<file path="config.mk">
export PLATFORM = sky130hd
export DESIGN_NAME = rrt_ctrl
export DESIGN_NICKNAME = d
export VERILOG_FILES = /design/src/design/rrt_pkg.sv /design/src/design/rrt_ctrl.sv
export SDC_FILE = /design/constraint.sdc
export NUM_CORES = 1
export LEC_CHECK = 0
export BUFFER_PORTS_ARGS = -buffer_cell sky130_fd_sc_hd__buf_4
export CORE_UTILIZATION = 45
export DETAILED_ROUTE_END_ITERATION = 12
export GPL_TIMING_DRIVEN = 0
export PLACE_DENSITY = 0.79
export RECOVER_POWER = 50
export SLEW_MARGIN = 20
export SYNTH_ARGS = -nofsm -noshare
export SYNTH_HDL_FRONTEND = slang
export SYNTH_SLANG_ARGS = --single-unit
</file>
<file path="constraint.sdc">
create_clock -name clock -period 3.67 [get_ports clock]
set_input_delay 0.1835 -clock clock [delete_from_list [all_inputs] [get_ports clock]]
set_output_delay 0.1835 -clock clock [all_outputs]
set_load 0.01 [all_outputs]
</file>
<file path="src/design/rrt_pkg.sv">
package rrt_pkg;

   localparam int MAX_NODES     = 1024;
   localparam int NODE_W        = $clog2(MAX_NODES);
   localparam int SIZE_W        = NODE_W + 1;
   localparam int MAX_OBSTACLES = 16;
   localparam int OBS_W         = $clog2(MAX_OBSTACLES);
   localparam int OBS_USE_W     = 5;
   localparam int COORD_W       = 16;
   localparam int STEP_W        = 15;
   localparam int GE_W          = 8;
   localparam int LIMIT_W       = 16;
   localparam int ITER_W        = 17;
   localparam int MOD_CNT_W     = $clog2(ITER_W + 1);
   localparam int STATUS_W      = 3;
   localparam int PARENT_W      = NODE_W + 1;
   localparam int CSR_IDX_W     = 3;
   localparam int CSR_DATA_W    = 16;
   localparam int ACTION_W      = 2;

   localparam int CORDIC_STAGES = 16;
   localparam int CORD_CNT_W    = $clog2(2 * CORDIC_STAGES);
   localparam int CORD_SH_W     = $clog2(CORDIC_STAGES);
   localparam int CW            = 36;
   localparam int CORDIC_FRAC   = 16;
   localparam int SUM_W         = CW - CORDIC_FRAC + 1;
   localparam logic [CW-1:0]        GAIN_CW      = CW'(39797);
   localparam logic signed [CW-1:0] CORDIC_ROUND = CW'(32768);

   localparam int SQ_W  = 2 * COORD_W;
   localparam int THR_W = 2 * STEP_W;

   localparam logic [CSR_IDX_W-1:0] CSR_START_X   = 3'd0;
   localparam logic [CSR_IDX_W-1:0] CSR_START_Y   = 3'd1;
   localparam logic [CSR_IDX_W-1:0] CSR_GOAL_X    = 3'd2;
   localparam logic [CSR_IDX_W-1:0] CSR_GOAL_Y    = 3'd3;
   localparam logic [CSR_IDX_W-1:0] CSR_STEP      = 3'd4;
   localparam logic [CSR_IDX_W-1:0] CSR_GOAL_EVERY = 3'd5;
   localparam logic [CSR_IDX_W-1:0] CSR_ITER_LIMIT = 3'd6;
   localparam logic [CSR_IDX_W-1:0] CSR_OBS_IN_USE = 3'd7;

   localparam logic [COORD_W-1:0] RST_START_X = 16'd256;
   localparam logic [COORD_W-1:0] RST_START_Y = 16'd256;
   localparam logic [COORD_W-1:0] RST_GOAL_X  = 16'd1280;
   localparam logic [COORD_W-1:0] RST_GOAL_Y  = 16'd3328;
   localparam logic [STEP_W-1:0]  RST_STEP    = 15'd51;
   localparam logic [GE_W-1:0]    RST_GOAL_EVERY = 8'd5;
   localparam logic [LIMIT_W-1:0] RST_ITER_LIMIT = 16'd10000;

   localparam logic [STATUS_W-1:0] STATUS_DONE    = 3'd0;
   localparam logic [STATUS_W-1:0] STATUS_ADDED   = 3'd1;
   localparam logic [STATUS_W-1:0] STATUS_COLLIDE = 3'd2;
   localparam logic [STATUS_W-1:0] STATUS_GOAL    = 3'd3;
   localparam logic [STATUS_W-1:0] STATUS_LIMIT   = 3'd4;
   localparam logic [STATUS_W-1:0] STATUS_FULL    = 3'd5;

   localparam logic [PARENT_W-1:0] PARENT_NONE = '1;

   typedef enum logic [ACTION_W-1:0] {
      ACT_RESTART = 2'd0,
      ACT_LOAD    = 2'd1,
      ACT_SAMPLE  = 2'd2,
      ACT_READ    = 2'd3
   } action_type;

   typedef enum logic [1:0] {
      PM_SCAN,
      PM_OBST,
      PM_GOAL
   } pipe_mode_type;

   typedef enum logic [2:0] {
      RK_RESTART,
      RK_LOAD,
      RK_READ,
      RK_LIMIT,
      RK_FULL,
      RK_COLLIDE,
      RK_COMMIT
   } rsp_kind_type;

   typedef enum logic [3:0] {
      S_IDLE,
      S_READ,
      S_ITER,
      S_CHECK,
      S_MOD,
      S_TARGET,
      S_SCAN,
      S_CORD_START,
      S_CORDIC,
      S_STEP,
      S_OBST,
      S_GOAL,
      S_RESULT
   } state_type;

   typedef struct packed {
      logic          capture;
      logic          iter_inc;
      logic          mod_start;
      logic          target_load;
      logic          pipe_start;
      pipe_mode_type pipe_mode;
      logic          cordic_start;
      logic          step_apply;
      logic          rsp_load;
      rsp_kind_type  rsp_kind;
   } rrt_cmd_type;

   typedef struct packed {
      logic limit_hit;
      logic tree_full;
      logic mod_done;
      logic pipe_done;
      logic cordic_done;
      logic obst_hit;
      logic rsp_free;
   } rrt_status_type;

   function automatic logic [COORD_W-1:0] sat_coord(input logic signed [SUM_W-1:0] v);
      logic [SUM_W-COORD_W:0] upper;
      upper = v[SUM_W-1:COORD_W-1];
      if ((&upper) || !(|upper)) begin
         return v[COORD_W-1:0];
      end
      return v[SUM_W-1] ? {1'b1, {(COORD_W-1){1'b0}}} : {1'b0, {(COORD_W-1){1'b1}}};
   endfunction

endpackage

</file>
<file path="src/design/rrt_ctrl.sv">
module rrt_ctrl (
   input  logic                           clock,
   input  logic                           reset,
   input  logic                           req_valid,
   input  logic [rrt_pkg::ACTION_W-1:0]   req_action,
   output logic                           req_ready,
   input  rrt_pkg::rrt_status_type        status,
   output rrt_pkg::rrt_cmd_type           cmd
);
   import rrt_pkg::*;

   state_type    state_ff, state_in;
   rsp_kind_type kind_ff, kind_in;

   always_ff @(posedge clock) begin
      if (reset) begin
         state_ff <= S_IDLE;
         kind_ff  <= RK_LOAD;
      end else begin
         state_ff <= state_in;
         kind_ff  <= kind_in;
      end
   end

   always_comb begin
      state_in = state_ff;
      kind_in  = kind_ff;
      unique case (state_ff)
         S_IDLE: begin
            if (req_valid) begin
               unique case (action_type'(req_action))
                  ACT_RESTART: begin
                     state_in = S_RESULT;
                     kind_in  = RK_RESTART;
                  end
                  ACT_LOAD: begin
                     state_in = S_RESULT;
                     kind_in  = RK_LOAD;
                  end
                  ACT_READ: begin
                     state_in = S_READ;
                     kind_in  = RK_READ;
                  end
                  default: state_in = S_ITER;
               endcase
            end
         end
         S_READ: state_in = S_RESULT;
         S_ITER: state_in = S_CHECK;
         S_CHECK: begin
            if (status.limit_hit) begin
               state_in = S_RESULT;
               kind_in  = RK_LIMIT;
            end else if (status.tree_full) begin
               state_in = S_RESULT;
               kind_in  = RK_FULL;
            end else begin
               state_in = S_MOD;
            end
         end
         S_MOD: if (status.mod_done) state_in = S_TARGET;
         S_TARGET: state_in = S_SCAN;
         S_SCAN: if (status.pipe_done) state_in = S_CORD_START;
         S_CORD_START: state_in = S_CORDIC;
         S_CORDIC: if (status.cordic_done) state_in = S_STEP;
         S_STEP: state_in = S_OBST;
         S_OBST: begin
            if (status.pipe_done) begin
               if (status.obst_hit) begin
                  state_in = S_RESULT;
                  kind_in  = RK_COLLIDE;
               end else begin
                  state_in = S_GOAL;
               end
            end
         end
         S_GOAL: begin
            if (status.pipe_done) begin
               state_in = S_RESULT;
               kind_in  = RK_COMMIT;
            end
         end
         S_RESULT: if (status.rsp_free) state_in = S_IDLE;
         default: state_in = S_IDLE;
      endcase
   end

   always_comb begin
      cmd           = '0;
      cmd.pipe_mode = PM_SCAN;
      cmd.rsp_kind  = kind_ff;
      req_ready     = 1'b0;
      unique case (state_ff)
         S_IDLE: begin
            req_ready   = 1'b1;
            cmd.capture = req_valid;
         end
         S_ITER: cmd.iter_inc = 1'b1;
         S_CHECK: cmd.mod_start = !status.limit_hit && !status.tree_full;
         S_TARGET: begin
            cmd.target_load = 1'b1;
            cmd.pipe_start  = 1'b1;
            cmd.pipe_mode   = PM_SCAN;
         end
         S_CORD_START: cmd.cordic_start = 1'b1;
         S_STEP: begin
            cmd.step_apply = 1'b1;
            cmd.pipe_start = 1'b1;
            cmd.pipe_mode  = PM_OBST;
         end
         S_OBST: begin
            cmd.pipe_start = status.pipe_done && !status.obst_hit;
            cmd.pipe_mode  = PM_GOAL;
         end
         S_RESULT: cmd.rsp_load = status.rsp_free;
         default: ;
      endcase
   end

endmodule

</file>
Word level (Yosys, flattened, before mapping)
Cells that the tools add are included.

cells by class
  reduce and logical (&&, ||, !) cells = 11
  bitwise gates (word level) = 0
  equality and inequality tests = 24
  $add $sub $neg = 0
  muxes and demuxes = 29
  shift-type cells = 0
  multiply operators = 0
  $lt $le $gt $ge = 0
  div/mod/pow operators = 0

operators with widths
  kind                number
  $pmux 4 s13         1
  $mux 4              9
  $mux 3              7
  $eq 4x4->1 const B  5
  $pmux 3 s3          2
  $eq 4x3->1 const B  4
  $ne 2x2->1 const B  8
  $reduce_and 7->1    2
  $pmux 3 s4          1
  $eq 4x2->1 const B  2
  $mux 1              8
  $pmux 4 s2          1
  $eq 4x1->1 const B  1
  $logic_not 4->1     1
  $ne 4x1->1 const B  1
  $reduce_bool 4->1   1
  $logic_not 1->1     3
  $ne 3x3->1 const B  1
  $eq 2x1->1 const B  1
  $eq 2x2->1 const B  1
  $logic_and 1x1->1   2
  $logic_not 2->1     1
  $reduce_or 2->1     1

storage, ports and cells
  memories = 0
  output and inout port bits = 14
  RAM bits = 0
  flip-flop bits (word level) = 7
  word-level logic and storage cells = 66
  memory bits (read-only) = 0
  bits in latches = 0
  bits of input ports = 12

Longest topological paths before layout
Gate-level depths: netlist (run 1).

  word-level depth = 5
  mapped depth = 6
  mapped depth without buffers = 4

Least setup slack after synthesis (run 1)
No wires, ideal clock.

  kind = reg-to-reg
  from = reg state_ff[0]
  to = reg kind_ff[1]
  path buffers = 1
  data arrival time = 1.599 ns
  cell stages (with the launch flop) = 6
  required time = 3.549 ns
  slack = 1.949 ns
  period minus slack after synthesis = 1.721 ns
  library setup time = 0.121 ns
  path through = dfxtp_1 buf_6 or4_4 a21o_1 o2111ai_2 mux2_4

between the ends
  word-level cells in the longest chain between the ends = 3
  elaborated cells on any way between the ends = 13
  classes of those cells = 9 x eq/ne; 1 x mux; 3 x reduce/logical

ends and longest elaborated chain
  what                                                line            RTL
  start: declaration                                  rrt_ctrl.sv:12  state_type state_ff, state_in;
  start signal: assignment                            rrt_ctrl.sv:20  state_ff <= state_in;
  $eq 4x2->1, or another cell as far along            rrt_ctrl.sv:28  unique case (state_ff)
  $ne 3x3->1 (no line), or another cell as far along  --
  $reduce_and 7->1 (no line)                          --
  end signal: assignment                              rrt_ctrl.sv:21  kind_ff <= kind_in;
  end: declaration                                    rrt_ctrl.sv:13  rsp_kind_type kind_ff, kind_in;

Several ways; a longest one is shown, not always the timed one.
A chain may end at the register's enable or synchronous reset.

==> reports/results.env, run 1 <==
STATUS='complete, no violations'
SYNTH_ENABLE_FLOP_CELLS=0
INITIAL_UTILIZATION=0.479
DETAILED_ROUTING_ITERATION_COUNT_FOR_THE_PRE_ANTENNA_REPAIR_PASS=4
VDD_DROP_MAX_V=0.000354
WORST_SKEW_PAIR.LATE_LATENCY_NS=0.24
FINAL_LAYOUT_SIZE_SUFFIX_GT1_FRAC=0.240
GRT_MAX_DEGREE=11
HTREEDEPTH=1
FINALCRITPERIODSHARE=0.564
SETUP.WORST_PATH.START_CLASS='flop'
ROUTE.DETAILED.WL_PER_INST_UM=13.5
CLOCK_SKEW_NS=0.000481
CRITICAL_PATH.ENDPOINT_TYPE='primary output'
POST-SYNTH-TOP-AREA-FRACTION=0.196
GROUTE.LAYER.MET1.USAGE=0.337
YOSYSTOPAREACELL='dfxtp_1'
HOLD_PATH.STARTPOINT='reset'
CRIT-REG2REG-CAPTURE='state_ff[1]$_SDFFE_PP0P_'
PLACEABLECOREAREA_UM2=1490
USE_MET3=0.0522
CRITICAL_PATH.CELL_CHAIN='buf_2, clkbuf_1, nand2b_1, nor2_1, a311o_1, buf_4'
FP.DIEH_UM=41.8
PLACE.GP.CONGESTION=0.875
CRITICAL_PATH_BUF_INV_COUNT=3
YOSYS-TOP-CELLS-AREA='dfxtp_1 20%, a21oi_1 6.3%, nor2_1 5.8%'
CTSLONGESTPATHBUFFERS=2
CLOCK_ROOT_CELL='clkbuf_4'
SYN_AVG_CELL_AREA_UM2=7.35
ANTENNA_VIOLATIONS_BEFORE_REPAIR=0
POST_CTS.REPAIR.SETUP_BUFFERS=0
CLK_PIN_SLEW_NS=0.05
AREA.GROWTH.SYNTH_TO_FINAL_PCT=28.8
GRT_OVERALL_USAGE=0.222
SETUP_VIOLATIONS=0
SYNTH.NET_COUNT=109
DIE_AREA_UM2=1750
CRIT_ARRIVAL_NS=1.89
POSTROUTEANTENNANETS=0
SYNTH-MAIN-FF-CELL='dfxtp_1'
VIA_PER_INST=6.08
LAYER_WITH_THE_HIGHEST_USAGE='met1'
GRT.MET2_USAGE=0.319
SYNTHARSTFLOPSHARE=0
CTSRESIZECOUNT=0
CAP_VIOL_MAX_COUNT=0
MAX_SLEW.WORST_PIN.SLEW_NS=0.549
NUMPORTBUFFERS=24
CRITICAL_PATH.REG2REG.STARTPOINT='state_ff[3]$_SDFFE_PP0P_'
FMAXACHIEVABLE_GHz=0.483
WORST_HOLD_PATH.ENDPOINT='state_ff[0]$_SDFFE_PP0P_'
POST-DP-HPWL_MM=1.46
WORST_SLACK_NS=1.60
CTS_MADE_BUFFERS=3
DR.FIRST_ITER.DRC_COUNT=22
VIA_COUNT=857
WORST_HOLD_PATH_TYPE='input port to flop'
SYNTHDISTINCTLIBCELLS=40
ROWS=14
NUM_ANTENNA_CELLS=0
SYNTH-SEQ-CELLS=7
NUM_IO_PINS=26
CRIT_TYPE='flop to primary output'
NUMCLOCKSINKS=7
FINAL_NETS=138
NETLIST_TOP_CELLS_COUNT='11 x nor2_1, 9 x a21oi_1, 7 x dfxtp_1'
POST-ROUTE-DRC-COUNT=0
POST_SYNTH_INST_COUNT=97
CRITICAL_PATH_REQUIRED_NS=3.49
CTS.HOLD.BUFFERS_ADDED=0
ROUTED_WL_MM=1.91
LEAKAGEPOWER_nW=0.385
YOSYSWARNINGS=0
FINAL_HOLD_VIOL_COUNT=0
PATH_MAX_FANOUT=10
REG2REGPATHDEPTH=6
CRITICAL_PATH.TOP_DELAY_FAMILY='buffers and inverters'
SYNTH.MOST_COMMON_CELL='nor2_1'
TNS_NS=0
UNREPAIRED_SETUP_ENDPOINTS_AFTER_GLOBAL_ROUTING='no'
FINALWORSTPATHREQUIREDPERIOD_NS=2.07
FF2FF_SETUP_SLACK_NS=1.80
SEQ_AREA_FRAC_SYNTH=0.196
HOLD_PATH_DEPTH=2
PLACE_WORST_SETUP_SLACK_NS=1.87
FIRST_PASS_GRT_WIRE_LENGTH_MM=3.06
POWER.DENSITY_nW_PER_UM2=764
TIMING.SLEW.HEADROOM=0.630
MAPPEDNETLISTAREA_UM2=713
CRIT_PATH_MAX_INCR_DELAY_NS=0.36
DIE_W_UM=41.8
CTS_TREE='done'
GRT_OVERFLOW=0
WORST_PATH_MAX_DELAY_CELL='clkbuf_1'
VIAS_IN_THE_FIRST_GLOBAL_ROUTE=682
SLEW_VIOLATIONS=0
## how the worst max path moves through the flow
stage                              from                 endpoint  slack, ns  cells after the start
2_1_floorplan  state_ff[0]$_SDFFE_PP0P_  kind_ff[1]$_SDFFE_PP0P_       1.95                      5
3_3_place_gp   state_ff[0]$_SDFFE_PP0P_  kind_ff[1]$_SDFFE_PP0P_       1.88                      5
3_5_place_dp   state_ff[0]$_SDFFE_PP0P_  kind_ff[1]$_SDFFE_PP0P_       1.87                      5
4_1_cts        state_ff[1]$_SDFFE_PP0P_                   cmd[8]       1.61                      6
5_1_grt        state_ff[1]$_SDFFE_PP0P_                   cmd[8]       1.48                      6
6_report       state_ff[1]$_SDFFE_PP0P_                   cmd[8]       1.60                      6
## power by group
part	switching, mW	total (mW)	leakage (nW)	internal (mW)
Sequential	0.0190	0.122	0.0576	0.103
Combinational	0.298	0.514	0.312	0.216
Clock	0.0252	0.0665	0.0150	0.0413
## sequential cells by signal, indices dropped and copies added (netlist names)
register and flops:
kind_ff 3, state_ff 4
## cells by family (layout without fill, tap and decap cells)
logic type | after synthesis | in the layout | synth area share
and+or+nand+nor | 39 | 39 | 0.300
buffers and inverters | 13 | 41 | 0.0860
DFF | 7 | 7 | 0.196
muxes | 5 | 5 | 0.0842
xor gates and xnor gates | 1 | 1 | 0.0123
AOI/OAI and AO/OA | 32 | 32 | 0.321
## per-stage QoR
step	cell area, µm²	hold WS (ns)	std cells	util	total power, mW
2_1_floorplan	713	0.417	97	-	0.500
3_3_place_gp	913	0.499	137	0.613	0.632
3_5_place_dp	913	0.510	137	0.613	0.642
4_1_cts	940	0.319	141	0.631	0.712
5_1_grt	918	0.363	141	0.617	0.757
6_report	918	0.329	141	0.617	0.702
## routing by layer
metal / vias up / part of all wire
met5: - / 0
met3: 2 / 0.061
met2: 46 / 0.46
li1: 423 / -
met1: 386 / 0.47
met4: 0 / 0.0052
## layout make-up
type	count	area [µm²]
multi-input cells	77	512
inverters	4	15.0
fillers	142	571
clock buffers	4	26.3
flip-flops and latches	7	140
well taps	16	20.0
repair buffers	24	161
plain buffers	9	43.8
## layout by cell type (no fill, tap or decap), types with 4 or more instances in the layout
cell / Yosys / routed
nand2_1: 4 / 4
nor2_1: 11 / 11
nor2b_1: 5 / 5
clkbuf_1: 2 / 10
buf_4: 0 / 19
nand2b_1: 4 / 4
inv_1: 4 / 4
dfxtp_1: 7 / 7
a21oi_1: 9 / 9
No activity file was read; power rests on OpenSTA's default activity.
==> run 2: changes to the inputs <==
- clock period: 3.67 -> 2.1 ns (I/O delays scaled with it)
==> run 2 against run 1 <==
Global-route usage stayed put. Via count is 0.12% higher. Sequential share of layout area is 0.10 points higher. Critical path type unchanged. Non-clock buffer count is 1 lower. Cell area is 0.68% lower. Sequential cell count stayed put. Critical path depth is 1 lower. Highest routed layer unchanged. Largest cell class unchanged. Die area stayed put. Register-to-register slack worse by 1.5 ns.
==> reports/results.env, run 2 (synthesis gave the netlist of run 1 again) <==
CTSRESIZECOUNT=0  # unchanged
DIE_W_UM=41.8  # unchanged
FIRST_PASS_GRT_WIRE_LENGTH_MM=3.06  # unchanged
DR.FIRST_ITER.DRC_COUNT=21  # was 22
CTS_MADE_BUFFERS=3  # unchanged
NUM-FILL-CELLS=145  # was 142
SLEW_VIOLATIONS=0  # unchanged
LAYOUT_TOP_REGISTERS='state_ff x4, kind_ff x3'  # unchanged
LARGEST-REGISTER='state_ff'  # unchanged
SHARE_CLK_OF_TOTAL_POWER=0.096  # was 0.095
CRITICAL_PATH.CELL_CHAIN='clkbuf_1, nand2b_1, nor2_1, a311o_1, buf_4'  # was buf_2, clkbuf_1, nand2b_1, nor2_1, a311o_1, buf_4
P_SW_FRAC=0.484  # was 0.487
CRIT_ARRIVAL_NS=1.79  # was 1.89 ns
GRT_MAX_DEGREE=11  # unchanged
FINAL_NETS=137  # was 138
CRIT_PATH_MAX_INCR_DELAY_NS=0.44  # was 0.36 ns
NUM_ANTENNA_CELLS=0  # unchanged
AREA.GROWTH.SYNTH_TO_FINAL_PCT=27.9  # was 28.8%
POWER.DENSITY_nW_PER_UM2=1330  # was 764 nW/µm²
FINALWORSTPATHREQUIREDPERIOD_NS=1.89
CRIT_TYPE='flop to primary output'  # unchanged
HTREEDEPTH=1  # unchanged
LARGEST_REGISTER_FF_COUNT=4  # unchanged
VDD_DROP_MAX_V=0.000598  # was 0.000354 V
CLOCK_SKEW_NS=0.000424  # was 0.000481 ns
CELLINTERNALPOWER_mW=0.625  # was 0.360 mW
CLOCK_ROOT_CELL='clkbuf_4'  # unchanged
PLACE.GP.CONGESTION=0.875  # unchanged
TIMING.SLEW.HEADROOM=0.651  # was 0.630
CRITICAL_PATH_REQUIRED_NS=2.00  # was 3.49 ns
SHARE_COMB_OF_TOTAL_POWER=0.728  # was 0.732
TNS_NS=0  # unchanged
GRT_OVERALL_USAGE=0.222  # unchanged
POWER_SWITCHING_mW=0.587  # was 0.342 mW
NUMCLOCKSINKS=7  # unchanged
WORST_PATH_MAX_DELAY_CELL='dfxtp_1'  # was clkbuf_1
VIA_PER_INST=6.13  # was 6.08
MAX_SLEW.WORST_PIN.SLEW_NS=0.519  # was 0.549 ns
WORST_SLACK_NS=0.205  # was 1.60 ns
VIA_COUNT=858  # was 857
CLK_PIN_SLEW_NS=0.05  # about the same
MOSTFREQUENTLAYOUTCELL='buf_4'  # unchanged
GRT_OVERFLOW=0  # unchanged
HOLD-WORST-SLACK_NS=0.251  # was 0.329 ns
WORST_HOLD_PATH_TYPE='input port to flop'  # unchanged
SETUP.WORST_PATH.START_CLASS='flop'  # unchanged
POSTROUTEANTENNANETS=0  # unchanged
POST-ROUTE-DRC-COUNT=0  # unchanged
SHARE_SEQ_OF_TOTAL_POWER=0.176  # was 0.173
FINALCRITPERIODSHARE=0.902
CAP_VIOL_MAX_COUNT=0  # unchanged
CRITICAL_PATH.ENDPOINT_TYPE='primary output'  # unchanged
NUMPORTBUFFERS=24  # unchanged
FINAL_HOLD_VIOL_COUNT=0  # unchanged
ROUTE.DETAILED.WL_PER_INST_UM=13.3  # was 13.5 µm
ANTENNA_VIOLATIONS_BEFORE_REPAIR=0  # unchanged
PLACE_WORST_SETUP_SLACK_NS=0.297  # was 1.87 ns
ROWS=14  # unchanged
WORST_SKEW_PAIR.LATE_LATENCY_NS=0.24  # about the same
POST-DP-HPWL_MM=1.46  # unchanged
LEAKAGEPOWER_nW=0.383  # was 0.385 nW
NUM_IO_PINS=26  # unchanged
FMAXACHIEVABLE_GHz=0.528
PATH_MAX_FANOUT=10  # unchanged
FINAL_LAYOUT_SIZE_SUFFIX_GT1_FRAC=0.242  # was 0.240
FP.DIEH_UM=41.8  # unchanged
INITIAL_UTILIZATION=0.479  # unchanged
STATUS='complete, no violations'  # unchanged
CTSLONGESTPATHBUFFERS=2  # unchanged
FF2FF_SETUP_SLACK_NS=0.28  # was 1.80 ns
CTS_TREE='done'  # unchanged
UNREPAIRED_SETUP_ENDPOINTS_AFTER_GLOBAL_ROUTING='no'  # unchanged
ROUTED_WL_MM=1.86  # was 1.91 mm
PLACEABLECOREAREA_UM2=1490  # unchanged
VIAS_IN_THE_FIRST_GLOBAL_ROUTE=682  # unchanged
DETAILED_ROUTING_ITERATION_COUNT_FOR_THE_PRE_ANTENNA_REPAIR_PASS=4  # unchanged
DIE_AREA_UM2=1750  # unchanged
MOSTFREQUENTLAYOUTCELLS='18 x buf_4, 11 x nor2_1, 9 x clkbuf_1, 9 x a21oi_1, 7 x dfxtp_1'  # was 19 x buf_4, 11 x nor2_1, 10 x clkbuf_1
SETUP_VIOLATIONS=0  # unchanged
-- run 2: power groups by stage --
stage | logic, mW | registers [mW] | clock network, mW
floorplan | 0.660 | 0.213 | 0
global placement | 0.890 | 0.214 | 0
detailed placement | 0.906 | 0.216 | 0
CTS | 0.911 | 0.213 | 0.119
global route | 0.968 | 0.220 | 0.128
finish | 0.882 | 0.213 | 0.116
-- run 2: area by class of cell --
cell class / count / area [µm²] / area share
inverter: 4 / 15.0 / 0.0165
sequential: 7 / 140 / 0.154
clock buffer: 4 / 26.3 / 0.0288
buffer: 8 / 41.3 / 0.0453
timing repair buffer: 24 / 158 / 0.173
multi-input combinational: 77 / 512 / 0.561
tap: 16 / 20.0 / 0.0219
-- run 2: layer usage --
metal	track usage	up-vias	routed length (µm)
li1	-	421	-
met1	0.337	392	865
met2	0.319	43	863
met3	0.0522	2	117
met4	0.0387	0	10
met5	0	-	0
-- run 2: stage by stage --
| step | instance area, µm² | std cells | total power [mW] | util |
|---|---|---|---|---|
| after global placement | 913 | 137 | 1.10 | 0.613 |
| after global routing | 912 | 140 | 1.32 | 0.613 |
| after CTS | 940 | 141 | 1.24 | 0.631 |
| after floorplan | 713 | 97 | 0.873 | - |
| final | 912 | 140 | 1.21 | 0.613 |
| after detailed placement | 913 | 137 | 1.12 | 0.613 |
-- run 2: critical path, delay by kind of cell (launching register included) --
kind | cells | cell delay (ns)
buffers and inverters | 2 | 0.49
and+or+nand+nor | 2 | 0.30
AOI/OAI and AO/OA | 1 | 0.31
DFF | 1 | 0.44
-- run 2: final timing paths --
path / start / end / cells past startpoint
max reg2reg: state_ff[0]$_SDFFE_PP0P_ / kind_ff[1]$_SDFFE_PP0P_ / 5
min reg2reg: kind_ff[0]$_SDFFE_PP1P_ / kind_ff[0]$_SDFFE_PP1P_ / 2
min: reset / state_ff[0]$_SDFFE_PP0P_ / 2
max: state_ff[3]$_SDFFE_PP0P_ / cmd[8] / 5
-- run 2: what timing repair did --
action	in CTS	in global routing
hold buffers	0	0
endpoints found under the setup margin	0	1
setup buffers	0	0
==> run 3: changes to the inputs <==
- PLACE_DENSITY: 0.79 -> 0.74
==> run 3 against run 2 <==
Maximum frequency is 1.5% lower. Clock power is 4% higher. Worst setup slack worse by 0.028 ns. Global-route usage is 0.38 points lower. Routed wire length is 3.9% higher. Sequential cell count stayed put. Hold slack worse by 0.0034 ns. Clock skew hardly changed. Sequential power hardly changed. Core utilization stayed put. Critical path type unchanged. Critical endpoint unchanged. Largest power group unchanged.
==> reports/results.env, run 3 (synthesis gave the netlist of run 1 again) <==
CRIT_ARRIVAL_NS=1.82  # was 1.79 ns
PLACE.GP.CONGESTION=0.873  # was 0.875
FINAL_LAYOUT_SIZE_SUFFIX_GT1_FRAC=0.242  # unchanged
GRT_MAX_DEGREE=11  # unchanged
POWER.DENSITY_nW_PER_UM2=1340  # was 1330 nW/µm²
DIE_W_UM=41.8  # unchanged
FIN_TOTAL_PWR_mW=1.22  # was 1.21 mW
P_SW_FRAC=0.487  # was 0.484
FINISH.UTILIZATION=0.613  # unchanged
UNREPAIRED_SETUP_ENDPOINTS_AFTER_GLOBAL_ROUTING='no'  # unchanged
HOLD_PATH.STARTPOINT='reset'  # unchanged
CTS_TREE='done'  # unchanged
NUMPORTBUFFERS=24  # unchanged
GRT_OVERFLOW=0  # unchanged
LARGEST-REGISTER='state_ff'  # unchanged
SETUP.WORST_PATH.START_CLASS='flop'  # unchanged
MOSTFREQUENTLAYOUTCELL='buf_4'  # unchanged
FINAL_NETS=137  # unchanged
DETAILED_ROUTING_ITERATION_COUNT_FOR_THE_PRE_ANTENNA_REPAIR_PASS=4  # unchanged
TNS_NS=0  # unchanged
FMAXACHIEVABLE_GHz=0.520  # was 0.528 GHz
LEAKAGEPOWER_nW=0.383  # about the same
POST_CTS.REPAIR.SETUP_BUFFERS=0  # unchanged
FP.DIEH_UM=41.8  # unchanged
LAYOUT_TOP_REGISTERS='state_ff x4, kind_ff x3'  # unchanged
MOSTFREQUENTLAYOUTCELLS='18 x buf_4, 11 x nor2_1, 9 x clkbuf_1, 9 x a21oi_1, 7 x dfxtp_1'  # unchanged
CRIT_TYPE='flop to primary output'  # unchanged
CRIT_PATH_MAX_INCR_DELAY_NS=0.45  # was 0.44 ns
VDD_DROP_MAX_V=0.000678  # was 0.000598 V
POWER_SWITCHING_mW=0.594  # was 0.587 mW
FOOTPRINT_OF_THE_FLIP_FLOPS_AND_LATCHES_UM2=140  # unchanged
HTREEDEPTH=1  # unchanged
FIRST_PASS_GRT_WIRE_LENGTH_MM=3.08  # was 3.06 mm
CTS_MADE_BUFFERS=3  # unchanged
CRITICAL_PATH.ENDPOINT_TYPE='primary output'  # unchanged
NUMCLOCKSINKS=7  # unchanged
SHARE_CLK_OF_TOTAL_POWER=0.099  # was 0.096
CLOCK_ROOT_CELL='clkbuf_4'  # unchanged
GRT_OVERALL_USAGE=0.218  # was 0.222
NUM_IO_PINS=26  # unchanged
CTS.HOLD.BUFFERS_ADDED=0  # unchanged
CELLINTERNALPOWER_mW=0.625  # about the same
FINAL_HOLD_VIOL_COUNT=0  # unchanged
LARGEST_REGISTER_FF_COUNT=4  # unchanged
CAP_VIOL_MAX_COUNT=0  # unchanged
ROUTE.DETAILED.WL_PER_INST_UM=13.8  # was 13.3 µm
WORST_PATH_MAX_DELAY_CELL='dfxtp_1'  # unchanged
POST-ROUTE-DRC-COUNT=0  # unchanged
PLACEABLECOREAREA_UM2=1490  # unchanged
INITIAL_UTILIZATION=0.479  # unchanged
NUM_ANTENNA_CELLS=0  # unchanged
SETUP_VIOLATIONS=0  # unchanged
NUM-FILL-CELLS=141  # was 145
CTSLONGESTPATHBUFFERS=2  # unchanged
CLK_PIN_SLEW_NS=0.05  # about the same
VIA_PER_INST=6.01  # was 6.13
STATUS='complete, no violations'  # unchanged
FINALWORSTPATHREQUIREDPERIOD_NS=1.92  # was 1.89 ns
VIAS_IN_THE_FIRST_GLOBAL_ROUTE=705  # was 682
CRITICAL_PATH_REQUIRED_NS=2.00  # about the same
DR.FIRST_ITER.DRC_COUNT=26  # was 21
SHARE_SEQ_OF_TOTAL_POWER=0.176  # about the same
VIA_COUNT=842  # was 858
WORST_HOLD_PATH_TYPE='input port to flop'  # unchanged
SHARE_COMB_OF_TOTAL_POWER=0.725  # was 0.728
CLOCK_SKEW_NS=0.000814  # was 0.000424 ns
CRITICAL_PATH.REG2REG.STARTPOINT='state_ff[0]$_SDFFE_PP0P_'  # unchanged
CRITICAL_PATH.TOP_DELAY_FAMILY='buffers and inverters'  # unchanged
ROWS=14  # unchanged
MULTI_INPUT_AREA_UM2=512  # unchanged
TIMING.SLEW.HEADROOM=0.637  # was 0.651
TIMING.CRITICAL_PATH.FROM='state_ff[3]$_SDFFE_PP0P_'  # unchanged
CRITICAL_PATH_BUF_INV_COUNT=2  # unchanged
DIE_AREA_UM2=1750  # unchanged
PATH_MAX_FANOUT=10  # unchanged
FINALCRITPERIODSHARE=0.915  # was 0.902
MAX_SLEW.WORST_PIN.SLEW_NS=0.540  # was 0.519 ns
CRITICAL_PATH.CELL_CHAIN='clkbuf_1, nand2b_1, nor2_1, a311o_1, buf_4'  # unchanged
AREA.GROWTH.SYNTH_TO_FINAL_PCT=27.9  # unchanged
ANTENNA_VIOLATIONS_BEFORE_REPAIR=0  # unchanged
POSTROUTEANTENNANETS=0  # unchanged
WORST_SKEW_PAIR.LATE_LATENCY_NS=0.25  # was 0.24 ns
ROUTED_WL_MM=1.93  # was 1.86 mm
POST-DP-HPWL_MM=1.45  # was 1.46 mm
CTSRESIZECOUNT=0  # unchanged
SLEW_VIOLATIONS=0  # unchanged
## run 3: cell counts in the layout (fill, tap and decap cells not counted)
Identical to the previous run, type by type.
## run 3: area by class of cell
cell class | count | area share
buffer | 8 | 0.0453
tap | 16 | 0.0219
multi-input combinational | 77 | 0.561
sequential | 7 | 0.154
timing repair buffer | 24 | 0.173
clock buffer | 4 | 0.0288
inverter | 4 | 0.0165
## run 3: worst register-to-register path, stage by stage, from the launching register on
cell and delay (ns):
dfxtp_1 0.30, buf_6 0.13, or4_4 0.51, a21o_1 0.25, o2111ai_2 0.17, mux2_4 0.33
## run 3: metal layers
metal	wire, µm	global-route usage
met5	0	0
met4	0	0
met3	108	0.0609
met2	934	0.375
met1	886	0.288
## run 3: power by group through the flow
| stage | clock [mW] | sequential, mW | combinational, mW |
|---|---|---|---|
| after global routing | 0.130 | 0.218 | 0.965 |
| after CTS | 0.123 | 0.214 | 0.915 |
| after detailed placement | 0 | 0.216 | 0.908 |
| after floorplan | 0 | 0.213 | 0.660 |
| final | 0.121 | 0.214 | 0.884 |
| after global placement | 0 | 0.212 | 0.906 |
## run 3: worst paths after layout
path / endpoint / cells after the start / slack [ns]
worst max-delay path: cmd[8] / 5 / 0.18
worst min-delay path: state_ff[2]$_SDFFE_PP0P_ / 2 / 0.25
worst max register to register: kind_ff[2]$_SDFFE_PP0P_ / 5 / 0.29
worst min register to register: kind_ff[0]$_SDFFE_PP1P_ / 2 / 0.52
## run 3: per-stage QoR
stage               cells  hold WS (ns)  worst slack, ns  instance area [µm²]
floorplan              97         0.260            0.379                  713
detailed placement    137         0.478            0.295                  913
global placement      137         0.470            0.300                  913
CTS                   141         0.243            0.106                  940
finish                140         0.247            0.178                  912
global route          140         0.255           0.0935                  912
